--- src/lla_pkg.sv ---
// -----------------------------------------------------------------------------
// lla_pkg
// shared widths, codes and types of the lane line averager
// -----------------------------------------------------------------------------
package lla_pkg;

   // coordinate and fixed point format
   localparam int COORD_BITS   = 12;
   localparam int FRAC_BITS    = 16;
   localparam int MAX_SEGMENTS = 256;

   // accumulator widths
   localparam int CNT_W       = 9;
   localparam int SLOPE_SUM_W = 40;
   localparam int ICPT_SUM_W  = 52;

   // per segment slope, two's complement, a sign bit plus the bits of |dy| * 2^frac / |dx|
   localparam int SLOPE_STEPS = COORD_BITS + FRAC_BITS;
   localparam int SLOPE_W     = SLOPE_STEPS + 1;

   // shared serial divider
   localparam int DIV_W  = 52;
   localparam int DVS_W  = 40;
   localparam int STEP_W = 6;
   localparam int NUM_W  = DIV_W + 1;

   // multiplier step counter
   localparam int MCNT_W = $clog2(COORD_BITS + 1);

   // configuration registers
   localparam int ROW_W      = 13;
   localparam int TOP_W      = 12;
   localparam int CSR_IDX_W  = 2;
   localparam int CSR_DATA_W = ROW_W;

   localparam logic [CSR_IDX_W-1:0] CSR_BOTTOM_ROW = 2'd0;
   localparam logic [CSR_IDX_W-1:0] CSR_TOP_ROW    = 2'd1;

   localparam logic [ROW_W-1:0] BOTTOM_ROW_RESET = 13'd720;
   localparam logic [TOP_W-1:0] TOP_ROW_RESET    = 12'd432;

   // result format
   localparam int OUT_W    = 16;
   localparam int STATUS_W = 2;

   localparam logic [STATUS_W-1:0] STATUS_OK         = 2'd0;
   localparam logic [STATUS_W-1:0] STATUS_EMPTY      = 2'd1;
   localparam logic [STATUS_W-1:0] STATUS_ZERO_SLOPE = 2'd2;

   localparam logic SIDE_LEFT  = 1'b0;
   localparam logic SIDE_RIGHT = 1'b1;

   // divider request: dividend magnitude left aligned so that its top
   // steps bits are consumed, one quotient bit per step
   typedef struct packed {
      logic [DIV_W-1:0]  dividend;
      logic [DVS_W-1:0]  divisor;
      logic [STEP_W-1:0] steps;
   } div_req_type;

endpackage

--- src/lla_divider.sv ---
// -----------------------------------------------------------------------------
// lla_divider
// restoring unsigned divider, one quotient bit per clock cycle
// -----------------------------------------------------------------------------
module lla_divider import lla_pkg::*; (
   input  logic              clock,
   input  logic              reset,
   input  logic              start,
   input  div_req_type       req,
   output logic              done,
   output logic [DIV_W-1:0]  quotient
);

   logic              run_ff,  run_in;
   logic              done_ff, done_in;
   logic [STEP_W-1:0] cnt_ff,  cnt_in;
   logic [DVS_W-1:0]  rem_ff,  rem_in;
   logic [DVS_W-1:0]  dvs_ff,  dvs_in;
   logic [DIV_W-1:0]  quo_ff,  quo_in;

   logic [DVS_W:0] trial;
   logic [DVS_W:0] diff;
   logic           fits;

   always_comb begin
      trial = {rem_ff, quo_ff[DIV_W-1]};
      diff  = trial - {1'b0, dvs_ff};
      fits  = (trial >= {1'b0, dvs_ff});

      run_in  = run_ff;
      done_in = 1'b0;
      cnt_in  = cnt_ff;
      rem_in  = rem_ff;
      dvs_in  = dvs_ff;
      quo_in  = quo_ff;

      if (start) begin
         run_in = 1'b1;
         cnt_in = req.steps;
         rem_in = '0;
         dvs_in = req.divisor;
         quo_in = req.dividend;
      end else if (run_ff) begin
         rem_in = fits ? diff[DVS_W-1:0] : trial[DVS_W-1:0];
         quo_in = {quo_ff[DIV_W-2:0], fits};
         cnt_in = cnt_ff - 1'b1;
         if (cnt_ff == STEP_W'(1)) begin
            run_in  = 1'b0;
            done_in = 1'b1;
         end
      end
   end

   always_ff @(posedge clock) begin
      if (reset) begin
         run_ff  <= 1'b0;
         done_ff <= 1'b0;
         cnt_ff  <= '0;
      end else begin
         run_ff  <= run_in;
         done_ff <= done_in;
         cnt_ff  <= cnt_in;
      end
      rem_ff <= rem_in;
      dvs_ff <= dvs_in;
      quo_ff <= quo_in;
   end

   assign done     = done_ff;
   assign quotient = quo_ff;

endmodule

--- src/lane_line_averager_core.sv ---
// -----------------------------------------------------------------------------
// lane_line_averager_core
// averages the line segments of a frame into a left and a right lane line
// -----------------------------------------------------------------------------
//
//  channel   ports                      transfer
//  --------  -------------------------  ------------------------------------
//  request   start, busy, req_*         start high while busy low
//  response  rsp_valid, rsp_*           every cycle rsp_valid is high
//  csr       csr_valid, csr_ready,      csr_valid and csr_ready high
//            csr_index, csr_wdata
//
// a segment with a nonzero dx keeps busy high after its transfer while the
// serial divider works out its slope, then while the shift-add multiply
// forms its intercept and then while it is accumulated into its side
// the last item of a frame then adds, per side: up to four passes through
// the same divider (average slope, average intercept, x at the bottom row
// and x at the top row), the setup states and the response cycle
// busy stays high until the right lane result has gone out
// reset clears the sums, counts and state and loads the default rows
// responses cannot be held off, so the block never stalls on its output
//
module lane_line_averager_core import lla_pkg::*; (
   input  logic                         clock,
   input  logic                         reset,

   // request channel
   input  logic                         start,
   output logic                         busy,
   input  logic                         req_carries_segment,
   input  logic [COORD_BITS-1:0]        req_start_x,
   input  logic [COORD_BITS-1:0]        req_start_y,
   input  logic [COORD_BITS-1:0]        req_end_x,
   input  logic [COORD_BITS-1:0]        req_end_y,
   input  logic                         req_last_segment,

   // response channel
   output logic                         rsp_valid,
   output logic                         rsp_lane_side,
   output logic signed [OUT_W-1:0]      rsp_x_bottom,
   output logic signed [OUT_W-1:0]      rsp_x_top,
   output logic [STATUS_W-1:0]          rsp_status,
   output logic                         rsp_last_result,

   // register write channel
   input  logic                         csr_valid,
   output logic                         csr_ready,
   input  logic [CSR_IDX_W-1:0]         csr_index,
   input  logic [CSR_DATA_W-1:0]        csr_wdata
);

   // state codes
   localparam int ST_W = 4;
   localparam logic [ST_W-1:0] ST_IDLE      = 4'd0;
   localparam logic [ST_W-1:0] ST_SEG_DIV   = 4'd1;  // slope division
   localparam logic [ST_W-1:0] ST_SEG_MUL   = 4'd2;  // intercept shift-add
   localparam logic [ST_W-1:0] ST_SEG_ADD   = 4'd3;  // accumulate into side
   localparam logic [ST_W-1:0] ST_AVG_START = 4'd4;  // launch average slope
   localparam logic [ST_W-1:0] ST_AVG_M     = 4'd5;  // wait average slope
   localparam logic [ST_W-1:0] ST_AVG_B     = 4'd6;  // wait average intercept
   localparam logic [ST_W-1:0] ST_X_NUM     = 4'd7;  // row numerator
   localparam logic [ST_W-1:0] ST_X_GO      = 4'd8;  // launch x division
   localparam logic [ST_W-1:0] ST_X_DIV     = 4'd9;  // wait x division
   localparam logic [ST_W-1:0] ST_EMIT      = 4'd10; // one response cycle

   // control
   logic [ST_W-1:0] state_ff, state_in;
   logic            sd_ff,    sd_in;     // side being averaged
   logic            xsel_ff,  xsel_in;   // 0 bottom row, 1 top row

   // configuration
   logic [ROW_W-1:0] bottom_row_ff, bottom_row_in;
   logic [TOP_W-1:0] top_row_ff,    top_row_in;

   // side accumulators
   logic [SLOPE_SUM_W-1:0] left_slope_sum_ff,  left_slope_sum_in;
   logic [ICPT_SUM_W-1:0]  left_icpt_sum_ff,   left_icpt_sum_in;
   logic [CNT_W-1:0]       left_count_ff,      left_count_in;
   logic [SLOPE_SUM_W-1:0] right_slope_sum_ff, right_slope_sum_in;
   logic [ICPT_SUM_W-1:0]  right_icpt_sum_ff,  right_icpt_sum_in;
   logic [CNT_W-1:0]       right_count_ff,     right_count_in;

   // segment datapath
   logic                  last_ff,   last_in;
   logic                  side_ff,   side_in;
   logic                  neg_ff,    neg_in;
   logic [COORD_BITS-1:0] y1_ff,     y1_in;
   logic [COORD_BITS-1:0] mbits_ff,  mbits_in;   // multiplier bits, lsb first
   logic [MCNT_W-1:0]     mcnt_ff,   mcnt_in;
   logic [SLOPE_W-1:0]    slope_ff,  slope_in;
   logic [ICPT_SUM_W-1:0] mcand_ff,  mcand_in;
   logic [ICPT_SUM_W-1:0] acc_ff,    acc_in;

   // averaging datapath
   logic [DVS_W-1:0]    m_mag_ff, m_mag_in;
   logic                m_neg_ff, m_neg_in;
   logic [NUM_W-1:0]    b_ff,     b_in;
   logic [NUM_W-1:0]    num_ff,   num_in;
   logic                xneg_ff,  xneg_in;

   // response payload
   logic [OUT_W-1:0]    xb_ff,     xb_in;
   logic [OUT_W-1:0]    xt_ff,     xt_in;
   logic [STATUS_W-1:0] status_ff, status_in;

   // divider
   logic              div_start;
   div_req_type       div_req;
   logic              div_done;
   logic [DIV_W-1:0]  div_quo;

   // combinational helpers
   logic                       accept;
   logic signed [COORD_BITS:0] dx;
   logic signed [COORD_BITS:0] dy;
   logic [COORD_BITS:0]        dx_neg_full;
   logic [COORD_BITS:0]        dy_neg_full;
   logic [COORD_BITS-1:0]      dx_mag;
   logic [COORD_BITS-1:0]      dy_mag;

   logic [CNT_W-1:0]       cnt_sel;
   logic [SLOPE_SUM_W-1:0] ssum_sel;
   logic [ICPT_SUM_W-1:0]  isum_sel;
   logic [SLOPE_SUM_W-1:0] ssum_mag;
   logic [ICPT_SUM_W-1:0]  isum_mag;
   logic [NUM_W-1:0]       num_neg_full;
   logic [DIV_W-1:0]       num_mag;
   logic [CNT_W-1:0]       tgt_count;

   logic [SLOPE_W-1:0]     slope_mag;
   logic [SLOPE_W-1:0]     slope_val;
   logic [NUM_W-1:0]       b_mag;
   logic [NUM_W-1:0]       row_fix;
   logic [OUT_W-1:0]       x_sat;
   logic [SLOPE_SUM_W-1:0] slope_ext;

   // saturate a sign-magnitude quotient to the signed output range
   function automatic logic [OUT_W-1:0] sat_out(input logic [DIV_W-1:0] mag,
                                                input logic neg);
      logic [OUT_W-1:0] res;
      if (neg) begin
         if (mag > DIV_W'(32768)) res = 16'h8000;
         else                     res = OUT_W'(-mag);
      end else begin
         if (mag > DIV_W'(32767)) res = 16'h7fff;
         else                     res = mag[OUT_W-1:0];
      end
      return res;
   endfunction

   lla_divider u_divider (
      .clock    (clock),
      .reset    (reset),
      .start    (div_start),
      .req      (div_req),
      .done     (div_done),
      .quotient (div_quo)
   );

   assign busy      = (state_ff != ST_IDLE);
   assign accept    = start && !busy;
   assign csr_ready = 1'b1;

   // segment deltas straight from the request ports
   assign dx          = $signed({1'b0, req_end_x}) - $signed({1'b0, req_start_x});
   assign dy          = $signed({1'b0, req_end_y}) - $signed({1'b0, req_start_y});
   assign dx_neg_full = -dx;
   assign dy_neg_full = -dy;
   assign dx_mag      = dx[COORD_BITS] ? dx_neg_full[COORD_BITS-1:0] : dx[COORD_BITS-1:0];
   assign dy_mag      = dy[COORD_BITS] ? dy_neg_full[COORD_BITS-1:0] : dy[COORD_BITS-1:0];

   // side selected for averaging
   assign cnt_sel  = sd_ff ? right_count_ff     : left_count_ff;
   assign ssum_sel = sd_ff ? right_slope_sum_ff : left_slope_sum_ff;
   assign isum_sel = sd_ff ? right_icpt_sum_ff  : left_icpt_sum_ff;
   assign ssum_mag = ssum_sel[SLOPE_SUM_W-1] ? -ssum_sel : ssum_sel;
   assign isum_mag = isum_sel[ICPT_SUM_W-1]  ? -isum_sel : isum_sel;

   assign num_neg_full = -num_ff;
   assign num_mag      = num_ff[NUM_W-1] ? num_neg_full[DIV_W-1:0] : num_ff[DIV_W-1:0];

   // side a segment goes to
   assign tgt_count = side_ff ? right_count_ff : left_count_ff;

   assign slope_mag = {1'b0, div_quo[SLOPE_STEPS-1:0]};
   assign slope_val = neg_ff ? -slope_mag : slope_mag;
   assign slope_ext = {{(SLOPE_SUM_W-SLOPE_W){slope_ff[SLOPE_W-1]}}, slope_ff};
   assign b_mag     = {1'b0, div_quo};
   assign row_fix   = xsel_ff ? NUM_W'({top_row_ff, {FRAC_BITS{1'b0}}})
                              : NUM_W'({bottom_row_ff, {FRAC_BITS{1'b0}}});
   assign x_sat     = sat_out(div_quo, xneg_ff);

   // divider launches, each with its dividend left aligned to its step count
   always_comb begin
      div_start = 1'b0;
      div_req   = '0;
      unique case (state_ff)
         ST_IDLE: begin
            if (accept && req_carries_segment && (dx != '0)) begin
               div_start        = 1'b1;
               div_req.dividend = DIV_W'(dy_mag) << (DIV_W - COORD_BITS);
               div_req.divisor  = DVS_W'(dx_mag);
               div_req.steps    = STEP_W'(SLOPE_STEPS);
            end
         end
         ST_AVG_START: begin
            if (cnt_sel != '0) begin
               div_start        = 1'b1;
               div_req.dividend = DIV_W'(ssum_mag) << (DIV_W - SLOPE_SUM_W);
               div_req.divisor  = DVS_W'(cnt_sel);
               div_req.steps    = STEP_W'(SLOPE_SUM_W);
            end
         end
         ST_AVG_M: begin
            if (div_done && (div_quo != '0)) begin
               div_start        = 1'b1;
               div_req.dividend = DIV_W'(isum_mag);
               div_req.divisor  = DVS_W'(cnt_sel);
               div_req.steps    = STEP_W'(ICPT_SUM_W);
            end
         end
         ST_X_GO: begin
            div_start        = 1'b1;
            div_req.dividend = num_mag;
            div_req.divisor  = m_mag_ff;
            div_req.steps    = STEP_W'(DIV_W);
         end
         default: begin
         end
      endcase
   end

   // next state and datapath
   always_comb begin
      state_in           = state_ff;
      sd_in              = sd_ff;
      xsel_in            = xsel_ff;
      bottom_row_in      = bottom_row_ff;
      top_row_in         = top_row_ff;
      left_slope_sum_in  = left_slope_sum_ff;
      left_icpt_sum_in   = left_icpt_sum_ff;
      left_count_in      = left_count_ff;
      right_slope_sum_in = right_slope_sum_ff;
      right_icpt_sum_in  = right_icpt_sum_ff;
      right_count_in     = right_count_ff;
      last_in            = last_ff;
      side_in            = side_ff;
      neg_in             = neg_ff;
      y1_in              = y1_ff;
      mbits_in           = mbits_ff;
      mcnt_in            = mcnt_ff;
      slope_in           = slope_ff;
      mcand_in           = mcand_ff;
      acc_in             = acc_ff;
      m_mag_in           = m_mag_ff;
      m_neg_in           = m_neg_ff;
      b_in               = b_ff;
      num_in             = num_ff;
      xneg_in            = xneg_ff;
      xb_in              = xb_ff;
      xt_in              = xt_ff;
      status_in          = status_ff;

      // register writes must arrive only while idle, the block itself does not enforce it
      if (csr_valid && csr_ready) begin
         unique case (csr_index)
            CSR_BOTTOM_ROW: bottom_row_in = csr_wdata[ROW_W-1:0];
            CSR_TOP_ROW:    top_row_in    = csr_wdata[TOP_W-1:0];
            default: begin
            end
         endcase
      end

      unique case (state_ff)
         ST_IDLE: begin
            if (accept) begin
               last_in  = req_last_segment;
               // left only when dy is nonzero and the sign bits of dy and dx differ
               side_in  = (dy != '0) && (dy[COORD_BITS] == dx[COORD_BITS])
                          ? SIDE_RIGHT
                          : ((dy == '0) ? SIDE_RIGHT : SIDE_LEFT);
               neg_in   = dy[COORD_BITS] ^ dx[COORD_BITS];
               y1_in    = req_start_y;
               mbits_in = req_start_x;
               sd_in    = SIDE_LEFT;
               priority if (req_carries_segment && (dx != '0)) begin
                  state_in = ST_SEG_DIV;
               end else if (req_last_segment) begin
                  // vertical or empty item closing the frame
                  state_in = ST_AVG_START;
               end else begin
                  state_in = ST_IDLE;
               end
            end
         end

         ST_SEG_DIV: begin
            if (div_done) begin
               slope_in = slope_val;
               mcand_in = {{(ICPT_SUM_W-SLOPE_W){slope_val[SLOPE_W-1]}}, slope_val};
               acc_in   = ICPT_SUM_W'({y1_ff, {FRAC_BITS{1'b0}}});
               mcnt_in  = MCNT_W'(COORD_BITS);
               state_in = ST_SEG_MUL;
            end
         end

         // intercept = y1 * 2^frac - slope * x1, one bit of x1 per cycle
         ST_SEG_MUL: begin
            if (mbits_ff[0]) begin
               acc_in = acc_ff - mcand_ff;
            end
            mcand_in = {mcand_ff[ICPT_SUM_W-2:0], 1'b0};
            mbits_in = {1'b0, mbits_ff[COORD_BITS-1:1]};
            mcnt_in  = mcnt_ff - 1'b1;
            if (mcnt_ff == MCNT_W'(1)) begin
               state_in = ST_SEG_ADD;
            end
         end

         ST_SEG_ADD: begin
            // a full side ignores further segments
            if (tgt_count < CNT_W'(MAX_SEGMENTS)) begin
               if (side_ff == SIDE_RIGHT) begin
                  right_slope_sum_in = right_slope_sum_ff + slope_ext;
                  right_icpt_sum_in  = right_icpt_sum_ff + acc_ff;
                  right_count_in     = right_count_ff + 1'b1;
               end else begin
                  left_slope_sum_in  = left_slope_sum_ff + slope_ext;
                  left_icpt_sum_in   = left_icpt_sum_ff + acc_ff;
                  left_count_in      = left_count_ff + 1'b1;
               end
            end
            state_in = last_ff ? ST_AVG_START : ST_IDLE;
         end

         ST_AVG_START: begin
            if (cnt_sel == '0) begin
               status_in = STATUS_EMPTY;
               xb_in     = '0;
               xt_in     = '0;
               state_in  = ST_EMIT;
            end else begin
               state_in  = ST_AVG_M;
            end
         end

         ST_AVG_M: begin
            if (div_done) begin
               m_mag_in = div_quo[DVS_W-1:0];
               m_neg_in = ssum_sel[SLOPE_SUM_W-1];
               if (div_quo == '0) begin
                  status_in = STATUS_ZERO_SLOPE;
                  xb_in     = '0;
                  xt_in     = '0;
                  state_in  = ST_EMIT;
               end else begin
                  state_in  = ST_AVG_B;
               end
            end
         end

         ST_AVG_B: begin
            if (div_done) begin
               b_in     = isum_sel[ICPT_SUM_W-1] ? -b_mag : b_mag;
               xsel_in  = 1'b0;
               state_in = ST_X_NUM;
            end
         end

         ST_X_NUM: begin
            num_in   = row_fix - b_ff;
            state_in = ST_X_GO;
         end

         ST_X_GO: begin
            xneg_in  = num_ff[NUM_W-1] ^ m_neg_ff;
            state_in = ST_X_DIV;
         end

         ST_X_DIV: begin
            if (div_done) begin
               if (xsel_ff) begin
                  xt_in     = x_sat;
                  status_in = STATUS_OK;
                  state_in  = ST_EMIT;
               end else begin
                  xb_in     = x_sat;
                  xsel_in   = 1'b1;
                  state_in  = ST_X_NUM;
               end
            end
         end

         ST_EMIT: begin
            if (sd_ff == SIDE_LEFT) begin
               sd_in    = SIDE_RIGHT;
               state_in = ST_AVG_START;
            end else begin
               // frame done, sums start over
               left_slope_sum_in  = '0;
               left_icpt_sum_in   = '0;
               left_count_in      = '0;
               right_slope_sum_in = '0;
               right_icpt_sum_in  = '0;
               right_count_in     = '0;
               state_in           = ST_IDLE;
            end
         end

         default: begin
            state_in = ST_IDLE;
         end
      endcase
   end

   always_ff @(posedge clock) begin
      if (reset) begin
         state_ff           <= ST_IDLE;
         sd_ff              <= SIDE_LEFT;
         xsel_ff            <= 1'b0;
         bottom_row_ff      <= BOTTOM_ROW_RESET;
         top_row_ff         <= TOP_ROW_RESET;
         left_slope_sum_ff  <= '0;
         left_icpt_sum_ff   <= '0;
         left_count_ff      <= '0;
         right_slope_sum_ff <= '0;
         right_icpt_sum_ff  <= '0;
         right_count_ff     <= '0;
         last_ff            <= 1'b0;
         mcnt_ff            <= '0;
      end else begin
         state_ff           <= state_in;
         sd_ff              <= sd_in;
         xsel_ff            <= xsel_in;
         bottom_row_ff      <= bottom_row_in;
         top_row_ff         <= top_row_in;
         left_slope_sum_ff  <= left_slope_sum_in;
         left_icpt_sum_ff   <= left_icpt_sum_in;
         left_count_ff      <= left_count_in;
         right_slope_sum_ff <= right_slope_sum_in;
         right_icpt_sum_ff  <= right_icpt_sum_in;
         right_count_ff     <= right_count_in;
         last_ff            <= last_in;
         mcnt_ff            <= mcnt_in;
      end
      side_ff   <= side_in;
      neg_ff    <= neg_in;
      y1_ff     <= y1_in;
      mbits_ff  <= mbits_in;
      slope_ff  <= slope_in;
      mcand_ff  <= mcand_in;
      acc_ff    <= acc_in;
      m_mag_ff  <= m_mag_in;
      m_neg_ff  <= m_neg_in;
      b_ff      <= b_in;
      num_ff    <= num_in;
      xneg_ff   <= xneg_in;
      xb_ff     <= xb_in;
      xt_ff     <= xt_in;
      status_ff <= status_in;
   end

   // response, one cycle per side, left first
   assign rsp_valid       = (state_ff == ST_EMIT);
   assign rsp_lane_side   = sd_ff;
   assign rsp_x_bottom    = xb_ff;
   assign rsp_x_top       = xt_ff;
   assign rsp_status      = status_ff;
   assign rsp_last_result = sd_ff;

endmodule

--- config.mk ---
export PLATFORM = sky130hd
export DESIGN_NAME = lane_line_averager_core
export DESIGN_NICKNAME = d
export VERILOG_FILES = /design/src/lla_pkg.sv /design/src/lla_divider.sv /design/src/lane_line_averager_core.sv
export SDC_FILE = /design/constraint.sdc
export NUM_CORES = 2
export LEC_CHECK = 0
export BUFFER_PORTS_ARGS = -buffer_cell sky130_fd_sc_hd__buf_2
export CAP_MARGIN = 30
export CORE_AREA = 2 2 375 377
export DETAILED_ROUTE_END_ITERATION = 7
export DIE_AREA = 0 0 377 379
export SLEW_MARGIN = 15
export SYNTH_ARGS = -nofsm -noshare
export SYNTH_HDL_FRONTEND = slang
export SYNTH_SLANG_ARGS = --single-unit
--- constraint.sdc ---
create_clock -name clock -period 15.2 [get_ports clock]
set_input_delay 0.76 -clock clock [delete_from_list [all_inputs] [get_ports clock]]
set_output_delay 0.76 -clock clock [all_outputs]
set_load 0.01 [all_outputs]
==> results.ini <==
[outcome]
outcome = completed

[yosys]
async_flop_share = 0
syn_area_per_cell_um2 = 8.68
synth.net_count = 6280
ys.flop_type = edfxtp_1
synthTopCellsByArea = edfxtp_1 25%, dfxtp_1 11%, ha_1 7.9%
netlist.area_leader.share = 0.255
netlist_area_um2 = 51100
yosysTopAreaCell = edfxtp_1
ys_ff_latch = 719
synthCells = 5882
seq_area_frac_synth = 0.367
synth_cell_types = 97
ys_warn_count = 0
synth-edff-count = 433

[placement]
gp_congestion = 0.966
io_buffers = 106
dp_hpwl_um = 129000
placed_cells = 7573
place_area_um2 = 53400

[sta]
hold_viol = 0
finalClockSkew_ns = 0.0341
period_needed_ns = 5.72
fin_crit_sh = 0.376
finalSetupViolCount = 0
fin_setup_tns_ns = 0
worst_pin_slew_ns = 1.10
rsz0062_at_grt = false
fmax_mhz = 175
slew_headroom = 0.263
slew_viol_final = 0

[clock_tree]
htreeDepth = 3
cts_buffer_depth = 3
cts.sinks = 719
cts_buffers = 90
clk_pin_slew_worst_paths_ns = 0.06
clkLatencyLatePin_ns = 0.73
cts_tree = yes
root_buffer = clkbuf_16
hold_buffers = 0
cts_setup_buffers = 0
cts_resized = 0

[worst_setup_path]
path_common_cell = buf_4
start_kind = flop
cp_slowest_cell = nand4_1
arrival_ns = 6.34
endpoint_kind = flop
cp_cell_sequence = inv_1 > ha_1 > or3b_1 > nor4_1 > nand4_1 > nor2_8 > a21boi_4 > buf_4 > nor3_4 > and2_1 > buf_4 > inv_4 > buf_4 > buf_16 > a2111oi_4
crit_family = simple AND/OR/NAND/NOR gates
cpPeakStageDelay_ns = 0.82
cp.buffers_inverters = 6
cp_max_fo = 67
criticalPathCategory = flop to flop
crit_required_ns = 15.82

[hold_path]
hold_class = input pin to flop

[power]
peakVddDrop_uv = 98.6
p_int_mw = 4.82
switching_power_mw = 3.06
power_mw = 7.88
p_leak_nw = 21.8
pwr-share-seq = 0.357
p_per_area_nw_per_um2 = 140
comb_power_share = 0.363
p_clk_frac = 0.280
swShare = 0.388

[routing]
vias = 44866
drcViolationCount = 0
wire_per_inst_um = 22.0
final_antenna_net_count = 0
via_per_inst = 5.79
drt_iter0_drc = 4454
dr.pass1.iters = 6
drt-total-wl_um = 170000

[die]
start_util = 0.368
row_count = 137
fp.dieArea_um2 = 143000
core_area_um2 = 139000
ios = 108
die_w_um = 377
die_y_um = 379

[grt]
antenna_found_initial = 12
grt_max_degree = 72
grt_pass1_wl_um = 255000
grt-ovfl-total = 0
grt_use_total = 0.231
grt_pass1_vias = 41553

[final_layout]
fin_cells = 7746
nFillCells = 13866
final_nets = 6259
final_area_um2 = 56500
syn_to_final_growth_pct = 10.5
drive_gt1_frac = 0.0753

[flow_run]
cap_violations = 0

==> sequential cells by signal, indices dropped and copies added, names as in the netlist, 12 cells and up <==
signal	count
left_slope_sum_ff	40
bottom_row_ff	13
right_icpt_sum_ff	52
mbits_ff	12
rsp_x_top	16
u_divider.quotient	52
mcand_ff	52
u_divider.dvs_ff	40
b_ff	53
num_ff	53
m_mag_ff	40
y1_ff	12
u_divider.rem_ff	40
slope_ff	29
top_row_ff	12
left_icpt_sum_ff	52
acc_ff	52
right_slope_sum_ff	40
rsp_x_bottom	16
==> cell families (layout without fill, tap and decap cells) <==
| logic type | after synthesis | count (layout) | share of synthesized area |
|---|---|---|---|
| AO/OA/AOI/OAI | 1748 | 1748 | 0.218 |
| flip-flops | 719 | 719 | 0.367 |
| adder cells (fa/ha/maj) | 329 | 329 | 0.0818 |
| other | 1 | 2 | 0.0000734 |
| AND/OR/NAND/NOR | 1885 | 1885 | 0.175 |
| buffers and inverters | 536 | 592 | 0.0415 |
| multiplexers | 124 | 124 | 0.0249 |
| XOR/XNOR | 540 | 540 | 0.0926 |
==> worst register-to-register path: cells and delay by family (launching register included) <==
kind | cells | cell delay [ns]
and+or+nand+nor | 6 | 2.58
DFF | 1 | 0.48
AOI/OAI and AO/OA | 2 | 0.37
buffers and inverters | 6 | 1.97
adders and majority gates | 1 | 0.23
==> path summary, 6_finish.rpt <==
kind / to / slack (ns) / cells past startpoint / start
worst max-delay path: u_divider.cnt_ff[1] / 9.48 / 15 / u_divider.quotient[0]
worst min-delay path: y1_ff[11] / 0.25 / 1 / req_start_y[11]
worst max register to register: u_divider.cnt_ff[1] / 9.48 / 15 / u_divider.quotient[0]
worst min register to register: bottom_row_ff[1] / 0.45 / 2 / bottom_row_ff[1]
==> through the flow <==
step | worst slack, ns | hold slack, ns | util
floorplan | 10.10 | 0.424 | -
global placement | 9.27 | 0.440 | 0.384
detailed placement | 9.24 | 0.444 | 0.385
CTS | 9.63 | 0.205 | 0.406
global route | 9.22 | 0.228 | 0.407
finish | 9.48 | 0.252 | 0.407
==> power groups by stage <==
stage | Sequential, mW | Combinational [mW] | Clock, mW
final | 2.81 | 2.86 | 2.21
after global placement | 2.83 | 2.76 | 0
after detailed placement | 2.84 | 2.80 | 0
after CTS | 2.80 | 2.82 | 2.25
after global routing | 2.84 | 3.14 | 2.32
after floorplan | 2.68 | 2.08 | 0
==> cell usage in the layout, fill, tap and decap left out, types with 43 or more instances in the layout <==
cell type	instances
edfxtp_1	433
a211oi_1	49
clkbuf_16	95
xnor2_1	281
a21o_1	166
o22ai_1	48
a31oi_1	70
nand2_1	562
inv_1	241
o21a_1	51
a21oi_1	526
nor2b_1	45
ha_1	321
nand2b_1	65
mux2i_1	100
o21ai_0	385
a22oi_1	81
dfxtp_1	284
buf_2	107
xor2_1	259
and2_1	51
nand3_1	93
or3_1	49
nor2_1	565
nor3_1	142
o31ai_1	59
nor3b_1	43
nor4_1	47
buf_4	63
nand4_1	53
==> final cells by class <==
cell class,count,area [um^2],area share
tap,1807,2260,0.0400
antenna,1,2.50,0.0000443
timing repair buffer,179,1160,0.0206
sequential,719,18700,0.332
clock inverter,39,377,0.00667
inverter,244,918,0.0163
clock buffer,130,2640,0.0467
multi-input combinational,4627,30400,0.538
==> per-layer routing <==
layer	vias to the layer above	GRT usage	wire (um)
li1	21462	-	-
met2	1691	0.366	75700
met4	10	0.0746	5520
met3	277	0.0439	14300
met1	21426	0.316	74800
met5	-	0	67
==> synthesized netlist by cell type, drive strengths merged (35+ instances only) <==
cell type / instances
a211oi: 67
a21o: 166
a21oi: 528
a22oi: 81
a31oi: 70
and2: 53
and3: 42
buf: 54
clkbuf: 238
dfxtp: 286
edfxtp: 433
ha: 321
inv: 244
mux2i: 101
nand2: 565
nand2b: 66
nand3: 93
nand4: 53
nor2: 570
nor2b: 45
nor3: 146
nor3b: 44
nor4: 52
o211ai: 42
o21a: 52
o21ai: 388
o21bai: 40
o22ai: 48
o31ai: 61
or3: 49
or4: 35
xnor2: 281
xor2: 259
Power figures use the tool's default switching activity.
